## src/hdl/affine_2d_transform_unit_core_assert.svh

```systemverilog
// Assertion macros shared by the affine transform unit RTL.
`ifndef AFFINE_2D_TRANSFORM_UNIT_CORE_ASSERT_SVH
`define AFFINE_2D_TRANSFORM_UNIT_CORE_ASSERT_SVH

// Check a consequence in the same cycle as its trigger.
`define AFF2D_ASSERT_NOW(lbl, ante, cons, msg) \
    lbl: assert property (@(posedge clk) disable iff (!rst_n) (ante) |-> (cons)) \
        else $error(msg);

// Check a consequence in the cycle after its trigger.
`define AFF2D_ASSERT_NEXT(lbl, ante, cons, msg) \
    lbl: assert property (@(posedge clk) disable iff (!rst_n) (ante) |=> (cons)) \
        else $error(msg);

`endif

```

## src/hdl/aff2d_pkg.sv

```systemverilog
// Shared constants, types and helper functions of the affine transform unit.
package aff2d_pkg;

    localparam int FRAC_BITS    = 16;
    localparam int CORDIC_STEPS = 16;
    localparam int ATAN_ENTRIES = 24;
    localparam int CORDIC_RUNS  = (CORDIC_STEPS < ATAN_ENTRIES) ? CORDIC_STEPS : ATAN_ENTRIES;
    localparam int STEP_W       = (CORDIC_RUNS > 1) ? $clog2(CORDIC_RUNS) : 1;
    localparam int ATAN_IDX_W   = 5;

    localparam int DATA_W  = 32;
    localparam int ANGLE_W = 16;
    localparam int OPQ_W   = DATA_W + 1;
    localparam int PROD_W  = DATA_W + OPQ_W;
    localparam int ACC_W   = PROD_W + 2;
    localparam int CRD_W   = 34;
    localparam int Z_W     = 35;

    localparam int ANGLE_SHIFT = 17;
    localparam int OUT_SHIFT   = 30 - FRAC_BITS;

    localparam logic signed [DATA_W-1:0] FIX_ONE     = DATA_W'(64'd1 << FRAC_BITS);
    localparam logic signed [CRD_W-1:0]  CORDIC_GAIN = 34'sd652032874;
    localparam logic signed [Z_W-1:0]    HALF_PI     = 35'sd1686629713;
    localparam logic signed [Z_W-1:0]    FULL_PI     = 35'sd3373259426;

    localparam logic signed [ACC_W-1:0] SAT_MAX =
        {{(ACC_W-DATA_W+1){1'b0}}, {(DATA_W-1){1'b1}}};
    localparam logic signed [ACC_W-1:0] SAT_MIN =
        {{(ACC_W-DATA_W+1){1'b1}}, {(DATA_W-1){1'b0}}};

    typedef enum logic [2:0] {
        CMD_IDENTITY  = 3'd0,
        CMD_TRANSLATE = 3'd1,
        CMD_ROTATE    = 3'd2,
        CMD_SCALE     = 3'd3,
        CMD_TRANSFORM = 3'd4
    } cmd_t;

    // Matrix coefficient slots
    typedef logic [2:0] coef_idx_t;
    localparam coef_idx_t COEF_A  = 3'd0;
    localparam coef_idx_t COEF_B  = 3'd1;
    localparam coef_idx_t COEF_C  = 3'd2;
    localparam coef_idx_t COEF_D  = 3'd3;
    localparam coef_idx_t COEF_TX = 3'd4;
    localparam coef_idx_t COEF_TY = 3'd5;

    typedef enum logic [2:0] {
        Q_OX,
        Q_OY,
        Q_CS,
        Q_SN,
        Q_NSN
    } qsel_t;

    typedef enum logic [1:0] {
        MAC_HOLD,
        MAC_FIRST,
        MAC_NEXT
    } mac_op_t;

    typedef struct packed {
        mac_op_t op;
        logic    add_en;
    } mac_ctrl_t;

    typedef enum logic [2:0] {
        S_IDLE,
        S_ROT_WAIT,
        S_MUL0,
        S_MUL1,
        S_FIN,
        S_COMMIT
    } state_t;

    // One output coefficient: up to two products plus an optional addend
    typedef struct packed {
        coef_idx_t p0;
        qsel_t     q0;
        logic      two;
        coef_idx_t p1;
        qsel_t     q1;
        logic      add_en;
        coef_idx_t add_idx;
        coef_idx_t dst;
    } term_t;

    function automatic term_t term_decode(input logic [2:0] cmd, input logic [1:0] idx);
        term_t t;
        t = '0;
        case (cmd)
            CMD_TRANSLATE, CMD_TRANSFORM:
            begin
                t.two    = 1'b1;
                t.add_en = 1'b1;
                t.q0     = Q_OX;
                t.q1     = Q_OY;
                if (idx[0] == 1'b0)
                begin
                    t.p0      = COEF_A;
                    t.p1      = COEF_C;
                    t.add_idx = COEF_TX;
                    t.dst     = COEF_TX;
                end
                else
                begin
                    t.p0      = COEF_B;
                    t.p1      = COEF_D;
                    t.add_idx = COEF_TY;
                    t.dst     = COEF_TY;
                end
            end
            CMD_ROTATE:
            begin
                t.two = 1'b1;
                t.p0  = idx[1] ? COEF_B : COEF_A;
                t.p1  = idx[1] ? COEF_D : COEF_C;
                t.q0  = idx[0] ? Q_NSN : Q_CS;
                t.q1  = idx[0] ? Q_CS : Q_SN;
                case (idx)
                    2'd0:    t.dst = COEF_A;
                    2'd1:    t.dst = COEF_C;
                    2'd2:    t.dst = COEF_B;
                    default: t.dst = COEF_D;
                endcase
            end
            CMD_SCALE:
            begin
                case (idx)
                    2'd0:    t.p0 = COEF_A;
                    2'd1:    t.p0 = COEF_B;
                    2'd2:    t.p0 = COEF_C;
                    default: t.p0 = COEF_D;
                endcase
                t.q0  = idx[1] ? Q_OY : Q_OX;
                t.dst = t.p0;
            end
            default:
            begin
                t = '0;
            end
        endcase
        return t;
    endfunction

    // Index of the final output coefficient for a command
    function automatic logic [1:0] last_term(input logic [2:0] cmd);
        logic [1:0] r;
        case (cmd)
            CMD_ROTATE, CMD_SCALE: r = 2'd3;
            CMD_TRANSLATE, CMD_TRANSFORM: r = 2'd1;
            default: r = 2'd0;
        endcase
        return r;
    endfunction

    // Truncated arctangent of 2^-i in Q2.30
    function automatic logic [31:0] atan_q30(input logic [ATAN_IDX_W-1:0] i);
        logic [31:0] r;
        case (i)
            5'd0:    r = 32'h3243F6A8;
            5'd1:    r = 32'h1DAC6705;
            5'd2:    r = 32'h0FADBAFC;
            5'd3:    r = 32'h07F56EA6;
            5'd4:    r = 32'h03FEAB76;
            5'd5:    r = 32'h01FFD55B;
            5'd6:    r = 32'h00FFFAAA;
            5'd7:    r = 32'h007FFF55;
            5'd8:    r = 32'h003FFFEA;
            5'd9:    r = 32'h001FFFFD;
            5'd10:   r = 32'h000FFFFF;
            5'd11:   r = 32'h0007FFFF;
            5'd12:   r = 32'h0003FFFF;
            5'd13:   r = 32'h0001FFFF;
            5'd14:   r = 32'h0000FFFF;
            5'd15:   r = 32'h00007FFF;
            5'd16:   r = 32'h00003FFF;
            5'd17:   r = 32'h00001FFF;
            5'd18:   r = 32'h00000FFF;
            5'd19:   r = 32'h000007FF;
            5'd20:   r = 32'h000003FF;
            5'd21:   r = 32'h000001FF;
            5'd22:   r = 32'h000000FF;
            5'd23:   r = 32'h0000007F;
            default: r = 32'h00000000;
        endcase
        return r;
    endfunction

    // Clamp a wide signed value to 32 bits
    function automatic logic signed [DATA_W-1:0] sat32(input logic signed [ACC_W-1:0] v);
        logic signed [DATA_W-1:0] r;
        if (v > SAT_MAX)
            r = SAT_MAX[DATA_W-1:0];
        else if (v < SAT_MIN)
            r = SAT_MIN[DATA_W-1:0];
        else
            r = v[DATA_W-1:0];
        return r;
    endfunction

endpackage

```

## src/hdl/aff2d_cordic.sv

```systemverilog
// Iterative rotation-mode CORDIC: one micro-rotation per cycle.
module aff2d_cordic (
    input  logic                                 clk,
    input  logic                                 rst_n,
    input  logic                                 start,
    input  logic signed [aff2d_pkg::ANGLE_W-1:0] angle,
    output logic                                 done,
    output logic signed [aff2d_pkg::DATA_W-1:0]  cos_out,
    output logic signed [aff2d_pkg::DATA_W-1:0]  sin_out
);
    import aff2d_pkg::*;

    logic                     run_reg;
    logic                     fin_reg;
    logic                     done_reg;
    logic [STEP_W-1:0]        step_reg;
    logic signed [CRD_W-1:0]  x_reg;
    logic signed [CRD_W-1:0]  y_reg;
    logic signed [Z_W-1:0]    z_reg;
    logic                     flip_reg;
    logic signed [DATA_W-1:0] cos_reg;
    logic signed [DATA_W-1:0] sin_reg;

    logic signed [Z_W-1:0]    z_wide;
    logic signed [Z_W-1:0]    z_init;
    logic                     flip_init;
    logic signed [Z_W-1:0]    atan_z;
    logic signed [CRD_W-1:0]  x_sh;
    logic signed [CRD_W-1:0]  y_sh;
    logic signed [CRD_W-1:0]  x_fl;
    logic signed [CRD_W-1:0]  y_fl;
    logic signed [CRD_W-1:0]  x_fix;
    logic signed [CRD_W-1:0]  y_fix;
    logic                     last_step;

    // Widen the angle to Q2.30 and fold it into minus half pi to half pi
    always_comb
    begin
        z_wide    = Z_W'(angle) <<< ANGLE_SHIFT;
        z_init    = z_wide;
        flip_init = 1'b0;
        if (z_wide > HALF_PI)
        begin
            z_init    = z_wide - FULL_PI;
            flip_init = 1'b1;
        end
        else if (z_wide < -HALF_PI)
        begin
            z_init    = z_wide + FULL_PI;
            flip_init = 1'b1;
        end
    end

    // Micro-rotation operands
    assign atan_z    = signed'({{(Z_W-32){1'b0}}, atan_q30(ATAN_IDX_W'(step_reg))});
    assign x_sh      = x_reg >>> step_reg;
    assign y_sh      = y_reg >>> step_reg;
    assign last_step = (step_reg == STEP_W'(CORDIC_RUNS - 1));

    // Scale down to the matrix format and undo the fold
    assign x_fl  = x_reg >>> OUT_SHIFT;
    assign y_fl  = y_reg >>> OUT_SHIFT;
    assign x_fix = flip_reg ? -x_fl : x_fl;
    assign y_fix = flip_reg ? -y_fl : y_fl;

    // Sequence control
    always_ff @(posedge clk or negedge rst_n)
    begin
        if (!rst_n)
        begin
            run_reg  <= 1'b0;
            fin_reg  <= 1'b0;
            done_reg <= 1'b0;
            step_reg <= '0;
        end
        else
        begin
            done_reg <= fin_reg;
            fin_reg  <= !start && run_reg && last_step;
            if (start)
            begin
                run_reg  <= 1'b1;
                step_reg <= '0;
            end
            else if (run_reg)
            begin
                if (last_step)
                begin
                    run_reg <= 1'b0;
                end
                else
                begin
                    step_reg <= step_reg + 1'b1;
                end
            end
        end
    end

    // Rotate the vector one step per cycle, then latch cosine and sine
    always_ff @(posedge clk)
    begin
        if (start)
        begin
            x_reg    <= CORDIC_GAIN;
            y_reg    <= '0;
            z_reg    <= z_init;
            flip_reg <= flip_init;
        end
        else if (run_reg)
        begin
            if (!z_reg[Z_W-1])
            begin
                x_reg <= x_reg - y_sh;
                y_reg <= y_reg + x_sh;
                z_reg <= z_reg - atan_z;
            end
            else
            begin
                x_reg <= x_reg + y_sh;
                y_reg <= y_reg - x_sh;
                z_reg <= z_reg + atan_z;
            end
        end
        if (fin_reg)
        begin
            cos_reg <= sat32(ACC_W'(x_fix));
            sin_reg <= sat32(ACC_W'(y_fix));
        end
    end

    assign done    = done_reg;
    assign cos_out = cos_reg;
    assign sin_out = sin_reg;

endmodule

```

## src/hdl/aff2d_mac.sv

```systemverilog
// Shared multiply-accumulate unit with floor rounding and 32-bit saturation.
module aff2d_mac (
    input  logic                                clk,
    input  aff2d_pkg::mac_ctrl_t                ctrl,
    input  logic signed [aff2d_pkg::DATA_W-1:0] p,
    input  logic signed [aff2d_pkg::OPQ_W-1:0]  q,
    input  logic signed [aff2d_pkg::DATA_W-1:0] addend,
    output logic signed [aff2d_pkg::DATA_W-1:0] result
);
    import aff2d_pkg::*;

    logic signed [PROD_W-1:0] prod_reg;
    logic signed [ACC_W-1:0]  acc_reg;
    logic signed [PROD_W-1:0] product;
    logic signed [ACC_W-1:0]  prod_fl;
    logic signed [ACC_W-1:0]  add_wide;

    // Exact product, then floor shift of the registered one
    assign product  = p * q;
    assign prod_fl  = ACC_W'(prod_reg >>> FRAC_BITS);
    assign add_wide = ctrl.add_en ? ACC_W'(addend) : '0;

    // Register the product; fold the previous one into the accumulator
    always_ff @(posedge clk)
    begin
        case (ctrl.op)
            MAC_FIRST:
            begin
                prod_reg <= product;
                acc_reg  <= '0;
            end
            MAC_NEXT:
            begin
                prod_reg <= product;
                acc_reg  <= prod_fl + add_wide;
            end
            default:
            begin
                prod_reg <= prod_reg;
                acc_reg  <= acc_reg;
            end
        endcase
    end

    // Final sum with the last product, clamped
    assign result = sat32(acc_reg + prod_fl);

endmodule

```

## src/hdl/affine_2d_transform_unit_core.sv

```systemverilog
// Top level of the affine transform unit: sequencer, matrix registers, output beat.
// A new beat is taken only in S_IDLE; identity is done on acceptance. Other commands
// run each output coefficient through the shared multiplier in S_MUL0, S_MUL1 (two
// products only) and S_FIN; rotate first waits in S_ROT_WAIT, one CORDIC step per cycle.
// A transform result is loaded into the output register in S_FIN once that register is free.
// Reset sets the matrix to identity and empties the output register.
`include "affine_2d_transform_unit_core_assert.svh"

module affine_2d_transform_unit_core (
    input  logic                                 clk,
    input  logic                                 rst_n,
    input  logic                                 in_valid,
    output logic                                 in_stall,
    input  logic [2:0]                           command,
    input  logic signed [aff2d_pkg::DATA_W-1:0]  operand_x,
    input  logic signed [aff2d_pkg::DATA_W-1:0]  operand_y,
    input  logic signed [aff2d_pkg::ANGLE_W-1:0] angle,
    input  logic                                 last_vertex,
    output logic                                 out_valid,
    input  logic                                 out_stall,
    output logic signed [aff2d_pkg::DATA_W-1:0]  out_x,
    output logic signed [aff2d_pkg::DATA_W-1:0]  out_y,
    output logic                                 last_of_batch
);
    import aff2d_pkg::*;

    state_t                   state_reg;
    state_t                   state_next;
    logic [2:0]               cmd_reg;
    logic signed [DATA_W-1:0] ox_reg;
    logic signed [DATA_W-1:0] oy_reg;
    logic                     last_reg;
    logic [1:0]               idx_reg;
    logic signed [DATA_W-1:0] coef_reg [6];
    logic signed [DATA_W-1:0] work_reg [6];
    logic signed [DATA_W-1:0] xhold_reg;
    logic                     out_valid_reg;
    logic signed [DATA_W-1:0] out_x_reg;
    logic signed [DATA_W-1:0] out_y_reg;
    logic                     out_last_reg;

    logic                     accept;
    logic                     cordic_start;
    logic                     cordic_done;
    logic signed [DATA_W-1:0] cos_val;
    logic signed [DATA_W-1:0] sin_val;
    term_t                    term;
    logic [1:0]               last_idx;
    logic                     fin_last;
    logic                     is_xform;
    logic                     out_free;
    logic                     out_load;
    mac_ctrl_t                mac_ctrl;
    coef_idx_t                p_idx;
    qsel_t                    q_sel;
    logic signed [OPQ_W-1:0]  q_val;
    logic signed [DATA_W-1:0] mac_result;
    logic                     ident_beat;
    logic                     unit_matrix;
    logic                     xform_fin;

    assign accept   = in_valid && !in_stall;
    assign term     = term_decode(cmd_reg, idx_reg);
    assign last_idx = last_term(cmd_reg);
    assign fin_last = (idx_reg == last_idx);
    assign is_xform = (cmd_reg == CMD_TRANSFORM);
    assign out_free = !out_valid_reg || !out_stall;
    assign out_load = (state_reg == S_FIN) && is_xform && fin_last && out_free;

    // Next state
    always_comb
    begin
        state_next = state_reg;
        case (state_reg)
            S_IDLE:
            begin
                if (accept)
                begin
                    case (command)
                        CMD_TRANSLATE, CMD_SCALE, CMD_TRANSFORM: state_next = S_MUL0;
                        CMD_ROTATE: state_next = S_ROT_WAIT;
                        default: state_next = S_IDLE;
                    endcase
                end
            end
            S_ROT_WAIT:
            begin
                if (cordic_done)
                    state_next = S_MUL0;
            end
            S_MUL0:
            begin
                state_next = term.two ? S_MUL1 : S_FIN;
            end
            S_MUL1:
            begin
                state_next = S_FIN;
            end
            S_FIN:
            begin
                if (!fin_last)
                    state_next = S_MUL0;
                else if (!is_xform)
                    state_next = S_COMMIT;
                else if (out_free)
                    state_next = S_IDLE;
            end
            S_COMMIT:
            begin
                state_next = S_IDLE;
            end
            default:
            begin
                state_next = S_IDLE;
            end
        endcase
    end

    // Control outputs of the sequencer
    always_comb
    begin
        in_stall        = (state_reg != S_IDLE);
        cordic_start    = 1'b0;
        mac_ctrl.op     = MAC_HOLD;
        mac_ctrl.add_en = term.add_en;
        p_idx           = term.p0;
        q_sel           = term.q0;
        case (state_reg)
            S_IDLE:
            begin
                cordic_start = accept && (command == CMD_ROTATE);
            end
            S_MUL0:
            begin
                mac_ctrl.op = MAC_FIRST;
            end
            S_MUL1:
            begin
                mac_ctrl.op = MAC_NEXT;
                p_idx       = term.p1;
                q_sel       = term.q1;
            end
            default:
            begin
                mac_ctrl.op = MAC_HOLD;
            end
        endcase
    end

    // Select the multiplier operand
    always_comb
    begin
        case (q_sel)
            Q_OX:    q_val = OPQ_W'(ox_reg);
            Q_OY:    q_val = OPQ_W'(oy_reg);
            Q_CS:    q_val = OPQ_W'(cos_val);
            Q_SN:    q_val = OPQ_W'(sin_val);
            Q_NSN:   q_val = -OPQ_W'(sin_val);
            default: q_val = '0;
        endcase
    end

    aff2d_cordic u_cordic (
        .clk     (clk),
        .rst_n   (rst_n),
        .start   (cordic_start),
        .angle   (angle),
        .done    (cordic_done),
        .cos_out (cos_val),
        .sin_out (sin_val)
    );

    aff2d_mac u_mac (
        .clk    (clk),
        .ctrl   (mac_ctrl),
        .p      (coef_reg[p_idx]),
        .q      (q_val),
        .addend (work_reg[term.add_idx]),
        .result (mac_result)
    );

    // Advance the sequencer
    always_ff @(posedge clk or negedge rst_n)
    begin
        if (!rst_n)
        begin
            state_reg <= S_IDLE;
            idx_reg   <= '0;
        end
        else
        begin
            state_reg <= state_next;
            if (accept)
                idx_reg <= '0;
            else if ((state_reg == S_FIN) && !fin_last)
                idx_reg <= idx_reg + 1'b1;
        end
    end

    // Hold the operands of the accepted beat
    always_ff @(posedge clk)
    begin
        if (accept)
        begin
            cmd_reg  <= command;
            ox_reg   <= operand_x;
            oy_reg   <= operand_y;
            last_reg <= last_vertex;
        end
    end

    // Matrix: load identity, or commit the updated working copy
    always_ff @(posedge clk or negedge rst_n)
    begin
        if (!rst_n)
        begin
            coef_reg[COEF_A]  <= FIX_ONE;
            coef_reg[COEF_B]  <= '0;
            coef_reg[COEF_C]  <= '0;
            coef_reg[COEF_D]  <= FIX_ONE;
            coef_reg[COEF_TX] <= '0;
            coef_reg[COEF_TY] <= '0;
        end
        else if (accept && (command == CMD_IDENTITY))
        begin
            coef_reg[COEF_A]  <= FIX_ONE;
            coef_reg[COEF_B]  <= '0;
            coef_reg[COEF_C]  <= '0;
            coef_reg[COEF_D]  <= FIX_ONE;
            coef_reg[COEF_TX] <= '0;
            coef_reg[COEF_TY] <= '0;
        end
        else if (state_reg == S_COMMIT)
        begin
            coef_reg <= work_reg;
        end
    end

    // Working copy takes new coefficients as they finish
    always_ff @(posedge clk)
    begin
        if (accept)
            work_reg <= coef_reg;
        else if ((state_reg == S_FIN) && !is_xform)
            work_reg[term.dst] <= mac_result;
        if ((state_reg == S_FIN) && is_xform && (idx_reg == 2'd0))
            xhold_reg <= mac_result;
    end

    // Output beat register
    always_ff @(posedge clk or negedge rst_n)
    begin
        if (!rst_n)
            out_valid_reg <= 1'b0;
        else if (out_load)
            out_valid_reg <= 1'b1;
        else if (!out_stall)
            out_valid_reg <= 1'b0;
    end

    always_ff @(posedge clk)
    begin
        if (out_load)
        begin
            out_x_reg    <= xhold_reg;
            out_y_reg    <= mac_result;
            out_last_reg <= last_reg;
        end
    end

    assign out_valid     = out_valid_reg;
    assign out_x         = out_x_reg;
    assign out_y         = out_y_reg;
    assign last_of_batch = out_last_reg;

    // Terms watched by the checks below
    assign ident_beat  = accept && (command == CMD_IDENTITY);
    assign unit_matrix = (coef_reg[COEF_A] == FIX_ONE) && (coef_reg[COEF_B] == '0) &&
                         (coef_reg[COEF_TX] == '0);
    assign xform_fin   = (state_reg == S_FIN) && is_xform;

    `AFF2D_ASSERT_NEXT(a_identity_load, ident_beat, unit_matrix, "identity left no unit matrix")
    `AFF2D_ASSERT_NOW(a_cordic_done_wait, cordic_done, state_reg == S_ROT_WAIT, "CORDIC done early")
    `AFF2D_ASSERT_NOW(a_out_from_xform, $rose(out_valid_reg), $past(xform_fin), "stray out beat")
    `AFF2D_ASSERT_NEXT(a_commit_to_idle, state_reg == S_COMMIT, !in_stall, "commit did not idle")

endmodule
```

## config.mk

```make
export PLATFORM = sky130hd
export DESIGN_NAME = affine_2d_transform_unit_core
export DESIGN_NICKNAME = d
export VERILOG_FILES = /design/src/hdl/aff2d_pkg.sv /design/src/hdl/aff2d_cordic.sv /design/src/hdl/aff2d_mac.sv /design/src/hdl/affine_2d_transform_unit_core.sv
export VERILOG_INCLUDE_DIRS = /design/src /design/src/hdl
export SDC_FILE = /design/constraint.sdc
export NUM_CORES = 2
export LEC_CHECK = 0
export ABC_AREA = 1
export BUFFER_PORTS_ARGS = -buffer_cell sky130_fd_sc_hd__buf_4
export CAP_MARGIN = 0
export CORE_AREA = 4 4 405 407
export DETAILED_ROUTE_END_ITERATION = 8
export DIE_AREA = 0 0 409 411
export PLACE_DENSITY_LB_ADDON = 0.15
export REMOVE_ABC_BUFFERS = 1
export SLEW_MARGIN = 20
export SYNTH_ARGS = -nofsm -noshare
export SYNTH_HDL_FRONTEND = slang
export SYNTH_HIERARCHICAL = 1
export SYNTH_SLANG_ARGS = --single-unit
export TNS_END_PERCENT = 30
```

## constraint.sdc

```tcl
create_clock -name clk -period 9.9 [get_ports clk]
set_input_delay 1.485 -clock clk [delete_from_list [all_inputs] [get_ports clk]]
set_output_delay 1.485 -clock clk [all_outputs]
set_load 0.05 [all_outputs]
```

==> flow_summary.yaml <==
status:
  status: "finished, final reports clean"
worst_setup_path:
  critPathMostFrequentCell: "fa_1"
  r2r_cells: 32
  crit_arrival_ns: 10.12
  critical_path.endpoint_type: "register"
  slowest_stage: "nand2_1"
  crit_buf_inv: 9
  start_kind: "register"
  r2r_slack_ns: 0.34
  crit_family: "adder cells"
  path_class: "register to register"
  cp_max_fo: 26
  cpPeakStageDelay_ns: 0.61
  cp_data_required_time_ns: 10.47
  cp.depth: 32
yosys:
  yosys_register_bits: 846
  synth_area_sq_um: 95990
  synthFlopType: "edfxtp_1"
  ys_async_sr_fraction_pct: 24.23
  yosysUniqueCellTypes: 72
  synth_seq_area_share_pct: 24.69
  synthXorXnorAreaFrac_pct: 2.381
  yosys_warnings: 6
  avgSynthCellArea_sq_um: 7.689
  synth_top_family_by_area: "adder cells"
  synth_adder_area_share_pct: 28.77
  synth_simple_gate_area_share_pct: 21.32
  synth_compound_area_share_pct: 9.575
  syn_inst: 12480
  synth_edf_count: 573
  muxShareOfSynthArea_pct: 0.01043
final_layout:
  final_cell_mix: "nand2_1 (3,078), inv_1 (2,716), fa_1 (1,113)"
  layout.nets: 14060
  instances_no_fill: 14670
  areaGrowthSynthToFinish_pct: 7.545
  drive_above_1_share_pct: 5.770
  fill_cells: 13990
  final_common_cell: "nand2_1"
  fin_util_pct: 64.44
clock_tree:
  clk_latency_ns: 0.76
  clockBufferDepth: 3
  cts_tree: "yes"
  numCtsBuffers: 96
  cts_sinks: 846
  clockRootBuffer: "clkbuf_16"
  cts_max_level: 3
  clk_pin_slew_ns: 0.06
sta:
  tns_ns: 0
  period_needed_ns: 9.559
  finClkSkew_ns: 0.05584
  timing.fmax_mhz: 104.6
  hold_viol: 0
  worst_pin_slew_ns: 1.183
  maxSlewHeadroom_pct: 21.13
  slew_violations: 0
  hold_ws_ns: 0.4145
  setup_viol: 0
  post-route-period-util_pct: 96.56
detailed_routing:
  postRouteAntennaNets: 0
  drt_iter0_drc: 8269
  routedWlPerCell_um: 20.98
  via_per_inst: 5.709
  vias: 83770
  wirelength_mm: 307.9
  dr.pass1.iters: 6
  drc_errors: 0
die:
  initial_core_util_pct: 59.92
  placementRows: 147
  die_height_um: 411
  die_x_um: 409
  core_area_sq_um: 160200
  io_pins: 155
  dieArea_sq_um: 168100
global_route:
  grt_pass1_vias: 84580
  antenna_found_initial: 5
  grt_max_degree: 148
  grt-ovfl-total: 0
  grt_pass1_wl_mm: 479.8
  grt_usage_pct: 36.56
placed_design:
  place_congestion: 1.005
  hpwl_mm: 240.6
  port_buffers: 154
  dp_cells: 14470
worst_hold_path:
  hold_path_class: "register to register"
  holdPathStages: 0
flow_run:
  maxCapViolations: 0
[routing by layer]
metal | vias to the layer above | global-route usage (%) | wire length, um
met2 | 4104 | 59.58 | 141400
met1 | 40430 | 48.58 | 122700
met4 | 6 | 14.82 | 14080
li1 | 38530 | - | -
met3 | 694 | 6.690 | 29680
met5 | - | 0 | 51
[cells by family (layout without fill, tap and decap cells)]
family | after synthesis | after routing
buffers and inverters | 3266 | 3295
xor gates and xnor gates | 261 | 261
DFF | 846 | 846
and+or+nand+nor | 4917 | 4917
AOI/OAI and AO/OA | 1655 | 1655
other | 0 | 1
muxes | 1 | 1
adders and majority gates | 1538 | 1538
[worst register-to-register path, delay by kind of cell, from the launching register on]
kind                       cells  cell delay [ns]
buffers and inverters          9             1.41
xor gates and xnor gates       1             0.26
and+or+nand+nor               13             2.42
DFF                            1             0.48
adders and majority gates      9             4.80
[cell usage after synthesis (all sizes together), types with 55 or more instances]
master | instances | area [sq um]
buf | 168 | 1074
o211ai | 55 | 412.9
nor2 | 790 | 3103
nand4 | 122 | 769.5
o21ai | 703 | 3526
a31oi | 56 | 350.3
nand2 | 3121 | 11840
o22ai | 168 | 1051
ha | 422 | 5280
xor2 | 192 | 1682
nand3 | 717 | 3719
clkbuf | 346 | 1303
dfrtp | 203 | 5080
a21oi | 505 | 2535
xnor2 | 69 | 604.3
dfxtp | 68 | 1361
edfxtp | 573 | 17210
inv | 2744 | 10310
fa | 1116 | 22340
nor3 | 88 | 498.0
[stage by stage]
step	setup slack, ns	cell area, sq um
6_report	0.3407	103200
2_1_floorplan	-2.093	93620
3_3_place_gp	0.1552	99480
3_5_place_dp	0.08408	99530
4_1_cts	0.06034	103000
5_1_grt	-0.0002327	103200
[final cells by class]
cell class / count / area [sq um] / share of cell area, %
diodes: 1 / 2.502 / 0.002424
clock buffers: 130 / 2663 / 2.579
clock inverters: 52 / 812.0 / 0.7866
inverters: 2752 / 10360 / 10.04
multi-input cells: 8372 / 59700 / 57.83
flip-flops and latches: 846 / 23710 / 22.97
well taps: 2160 / 2703 / 2.618
repair buffers: 360 / 3279 / 3.177
repair inverters: 1 / 5.005 / 0.004848
[final timing paths]
| kind | startpoint | endpoint |
|---|---|---|
| hold / removal | xhold_reg[8] | out_x[8] |
| setup / recovery | state_reg[2] | u_mac/prod_reg[55] |
| hold reg to reg | xhold_reg[8] | out_x[8] |
| max in group asynchronous | rst_n | u_cordic/run_reg |
| min in group asynchronous | rst_n | coef_reg[68] |
| setup reg to reg | state_reg[2] | u_mac/prod_reg[55] |
[timing repair]
item	CTS	global route
hold endpoints to repair	0	0
resized for setup	0	17
setup buffers	0	20
setup endpoints to repair	0	22
hold buffers	0	0
Power is not shown: default switching activity piles up to over one toggle a cycle in this logic, so the estimate is an artifact.
